$ cat src/pfp_pkg.sv
// Shared constants and a helper function for the three-point plane solver.
// Used by every module of the block; depends on nothing.
package pfp_pkg;

    localparam int COORD_WIDTH_DEF = 32;
    localparam int NORM_FRAC       = 30;
    localparam int NORM_WIDTH      = 32;
    localparam int QUEUE_DEPTH     = 4;

    // Bit length of a magnitude up to 128 bits.
    function automatic logic [7:0] bitlen128(input logic [127:0] v);
        logic [7:0] n;
        n = 8'd0;
        for (int i = 0; i < 128; i++)
        begin
            if (v[i])
            begin
                n = 8'(i + 1);
            end
        end
        return n;
    endfunction

endpackage

$ cat src/pfp_queue.sv
// Short queue between the front and back parts of the plane solver.
// Generic register FIFO with valid/ready sides. Depends on pfp_pkg.
module pfp_queue #(
    parameter int WIDTH = 8
) (
    input  logic             clk,
    input  logic             rst_n,
    input  logic             in_valid,
    output logic             in_ready,
    input  logic [WIDTH-1:0] in_data,
    output logic             out_valid,
    input  logic             out_ready,
    output logic [WIDTH-1:0] out_data
);
    localparam int D  = pfp_pkg::QUEUE_DEPTH;
    localparam int AW = $clog2(D);

    logic [WIDTH-1:0] mem [D];
    logic [AW-1:0]    wr_reg, rd_reg;
    logic [AW:0]      cnt_reg;
    logic             push, pop;

    assign in_ready  = (cnt_reg != (AW+1)'(D));
    assign out_valid = (cnt_reg != '0);
    assign push      = in_valid && in_ready;
    assign pop       = out_valid && out_ready;
    assign out_data  = mem[rd_reg];

    // Pointers and fill count.
    always_ff @(posedge clk or negedge rst_n)
    begin
        if (!rst_n)
        begin
            wr_reg  <= '0;
            rd_reg  <= '0;
            cnt_reg <= '0;
        end
        else
        begin
            if (push)
            begin
                wr_reg <= wr_reg + 1'b1;
            end
            if (pop)
            begin
                rd_reg <= rd_reg + 1'b1;
            end
            cnt_reg <= cnt_reg + (AW+1)'(push) - (AW+1)'(pop);
        end
    end

    always_ff @(posedge clk)
    begin
        if (push)
        begin
            mem[wr_reg] <= in_data;
        end
    end
endmodule

$ cat config.mk
export PLATFORM = sky130hd
export DESIGN_NAME = pfp_queue
export DESIGN_NICKNAME = d
export VERILOG_FILES = /design/src/pfp_pkg.sv /design/src/pfp_queue.sv
export SDC_FILE = /design/constraint.sdc
export NUM_CORES = 1
export LEC_CHECK = 0
export ABC_AREA = 1
export BUFFER_PORTS_ARGS = -buffer_cell sky130_fd_sc_hd__buf_2
export CORE_MARGIN = 2
export CORE_UTILIZATION = 56
export CTS_CLUSTER_SIZE = 16
export DETAILED_ROUTE_END_ITERATION = 10
export PLACE_DENSITY = 0.83
export SETUP_SLACK_MARGIN = 0.2
export SLEW_MARGIN = 20
export SYNTH_ARGS = -nofsm -noshare
export SYNTH_HDL_FRONTEND = slang
export SYNTH_SLANG_ARGS = --single-unit
export TNS_END_PERCENT = 20
$ cat constraint.sdc
create_clock -name clk -period 2.4 [get_ports clk]
set_input_delay 0.12 -clock clk [delete_from_list [all_inputs] [get_ports clk]]
set_output_delay 0.12 -clock clk [all_outputs]
set_load 0.02 [all_outputs]
==> flow_summary.json <==
{
  "outcome": "finished clean",
  "netlist.area_leader.share": 0.5577,
  "skew_ns": 0.005486,
  "avgRoutedWirePerCell_um": 13.08,
  "stdcell_count": 231,
  "synthCells": 159,
  "cp_max_fo": 5,
  "overflow": 0,
  "dp_hpwl_um": 2121,
  "grt_antenna_before_repair": 0,
  "clk_pin_slew_ns": 0.11,
  "stdcell_area_um2": 2008,
  "critPathCaptureType": "register",
  "cp_slowest_cell": "dfrtp_1",
  "rsz0062_at_grt": "false",
  "yosysSeqAreaShare": 0.6594,
  "die_x_um": 59.47,
  "synth-seq-cells": 39,
  "grt_pass1_wl_um": 4740,
  "dieArea_um2": 3536,
  "synth.most_common_cell": "nand2_1",
  "io_buffers": 21,
  "synth_commonest_cells": "nand2_1 (41), edfxtp_1 (32), inv_1 (23), nor2_1 (17), o21ai_1 (11)",
  "slew-limit-headroom": 0.7186,
  "report.final.hold_viol_count": 0,
  "post_cts_buffers": 0,
  "antenna_cells": 0,
  "grtUsageTotal": 0.1937,
  "rows": 20,
  "via_per_inst": 5.013,
  "finalCriticalPeriod_ns": 2.021,
  "max_freq_ghz": 0.4947,
  "synth_area_per_cell_um2": 10.84,
  "fin_setup_tns_ns": 0,
  "syn_to_final_growth_pct": 16.56,
  "drtAntennaViolNets": 0,
  "drtIter0Drc": 57,
  "htreeDepth": 2,
  "clock_latency_ns": 0.35,
  "clock_path_buffers": 2,
  "synthFlopType": "edfxtp_1",
  "leakage_uw": 0.0009085,
  "path_cells": "nor2_2 -> nand2_1 -> nand2_1 -> inv_1 -> ha_1 -> inv_1 -> ha_1 -> inv_1 -> fa_1 -> nand3_1 -> nand2_1",
  "nFillCells": 214,
  "period_share": 0.8423,
  "required_ns": 2.65,
  "cp.arrival_ns": 2.27,
  "drt-pass1-iter-count": 4,
  "grt_pass1_vias": 1088,
  "core_region_area_um2": 2978,
  "holdWs_ns": 0.04107,
  "hp-class": "in2reg",
  "synthArstFlopShare": 0.1795,
  "cp-start-kind": "register",
  "final_layout_size_suffix_gt1_frac": 0.1970,
  "drt_wl_total_um": 3022,
  "ir_worst_vdd_mv": 0.6203,
  "p_per_area_nw_per_um2": 1151,
  "p_total_uw": 2312,
  "syn_nets": 178,
  "crit_type": "reg2reg",
  "layout.nets": 216,
  "cap_violations": 0,
  "remaining_drc_errors": 0,
  "crit_buf_inv": 3,
  "synth_largest_area_cell": "edfxtp_1",
  "critPathMaxStageDelay_ns": 0.46,
  "start_util": 0.5786,
  "ios": 22,
  "worstMarginPinSlew_ns": 0.4221,
  "yosys-top-cells-area": "edfxtp_1 (56%), dfrtp_1 (10%), nand2_1 (8.9%)",
  "vias": 1158,
  "tritoncts": "yes",
  "dpl_cell_area_um2": 1866,
  "cts_root_buffer": "clkbuf_4",
  "yosys_warnings": 0,
  "setup_violations": 0,
  "slew_viol_final": 0,
  "synth_cell_types": 15,
  "grt_start_max_net_pins": 18,
  "die_h_um": 59.47,
  "syn_area_um2": 1723,
  "cpLargestDelayFamily": "adder cells",
  "place_inst": 214,
  "gp_congestion": 0.7361,
  "numClockSinks": 39,
  "synth_edf_count": 32,
  "largest_reg_flops": 32,
  "cts_buffers": 5
}
==> power by group <==
part	internal (µW)	switching [µW]	total, µW
clock network	107	210	318
logic	340	636	976
registers	911	108	1020
total	1360	954	2310
==> worst register-to-register path, delay by kind of cell (launching register included) <==
kind | cells | cell delay (ns)
fa+ha+maj | 3 | 0.78
simple gates | 5 | 0.56
flops | 1 | 0.46
buf+inv | 3 | 0.14
==> worst paths after layout <==
| kind | start | endpoint | slack (ns) | depth (start not counted) |
|---|---|---|---|---|
| max in group asynchronous | rst_n | wr_reg[0] | 2.11 | 2 |
| worst min-delay path | out_ready | rd_reg[0] | 0.04 | 3 |
| worst min register to register | rd_reg[1] | rd_reg[1] | 0.52 | 2 |
| min in group asynchronous | rst_n | cnt_reg[1] | 0.12 | 2 |
| worst max register to register | cnt_reg[1] | cnt_reg[2] | 0.38 | 11 |
| worst max-delay path | cnt_reg[1] | cnt_reg[2] | 0.38 | 11 |
==> layout by cell type (no fill, tap or decap), types with 2 or more instances in the layout <==
| cell | n |
|---|---|
| nand3_1 | 5 |
| o21ai_1 | 11 |
| edfxtp_1 | 32 |
| dfrtp_1 | 7 |
| buf_2 | 21 |
| ha_1 | 6 |
| o21ai_0 | 5 |
| clkinv_1 | 2 |
| inv_1 | 23 |
| nand2_1 | 41 |
| nand2_2 | 2 |
| nor2_2 | 4 |
| nor2_1 | 17 |
| buf_4 | 5 |
| clkbuf_4 | 5 |
| dlygate4sd3_1 | 9 |
==> through the flow <==
| stage | util | worst slack (ns) |
|---|---|---|
| detailed placement | 0.6265 | 0.4111 |
| floorplan | - | 0.4054 |
| CTS | 0.6744 | 0.3882 |
| global placement | 0.6265 | 0.5017 |
| finish | 0.6744 | 0.3786 |
| global route | 0.6744 | 0.2462 |
==> what timing repair did <==
item / 4_1_cts / 5_1_grt
endpoints found under the hold margin: 39 / 0
resized for setup: 0 / 0
hold buffers: 9 / 0
==> kinds of logic (layout without fill, tap and decap cells) <==
logic type      Yosys count  count (layout)  synth area share
fa+ha+maj                 7               7           0.05519
flops                    39              39            0.6594
simple gates             69              69            0.1627
compound gates           16              16           0.04647
buf+inv                  28              67           0.07625
==> final cells by class <==
cell class                      count  area [µm²]  area share
Inverter                           24       90.09     0.04486
Multi-Input combinational cell     92       455.4      0.2268
Timing Repair Buffer               35       232.7      0.1159
Tap cell                           33       41.29     0.02056
Sequential cell                    39        1136      0.5657
Clock buffer                        5       37.54     0.01869
Clock inverter                      3       15.01    0.007477
==> layer usage <==
layer	share of wire	vias up	track usage
met1	0.41	541	0.2157
met3	0.041	7	0.06550
met2	0.54	21	0.3328
met5	0	-	0
li1	-	589	-
met4	0.016	0	0.08766
(Power assumes the default switching activity.)
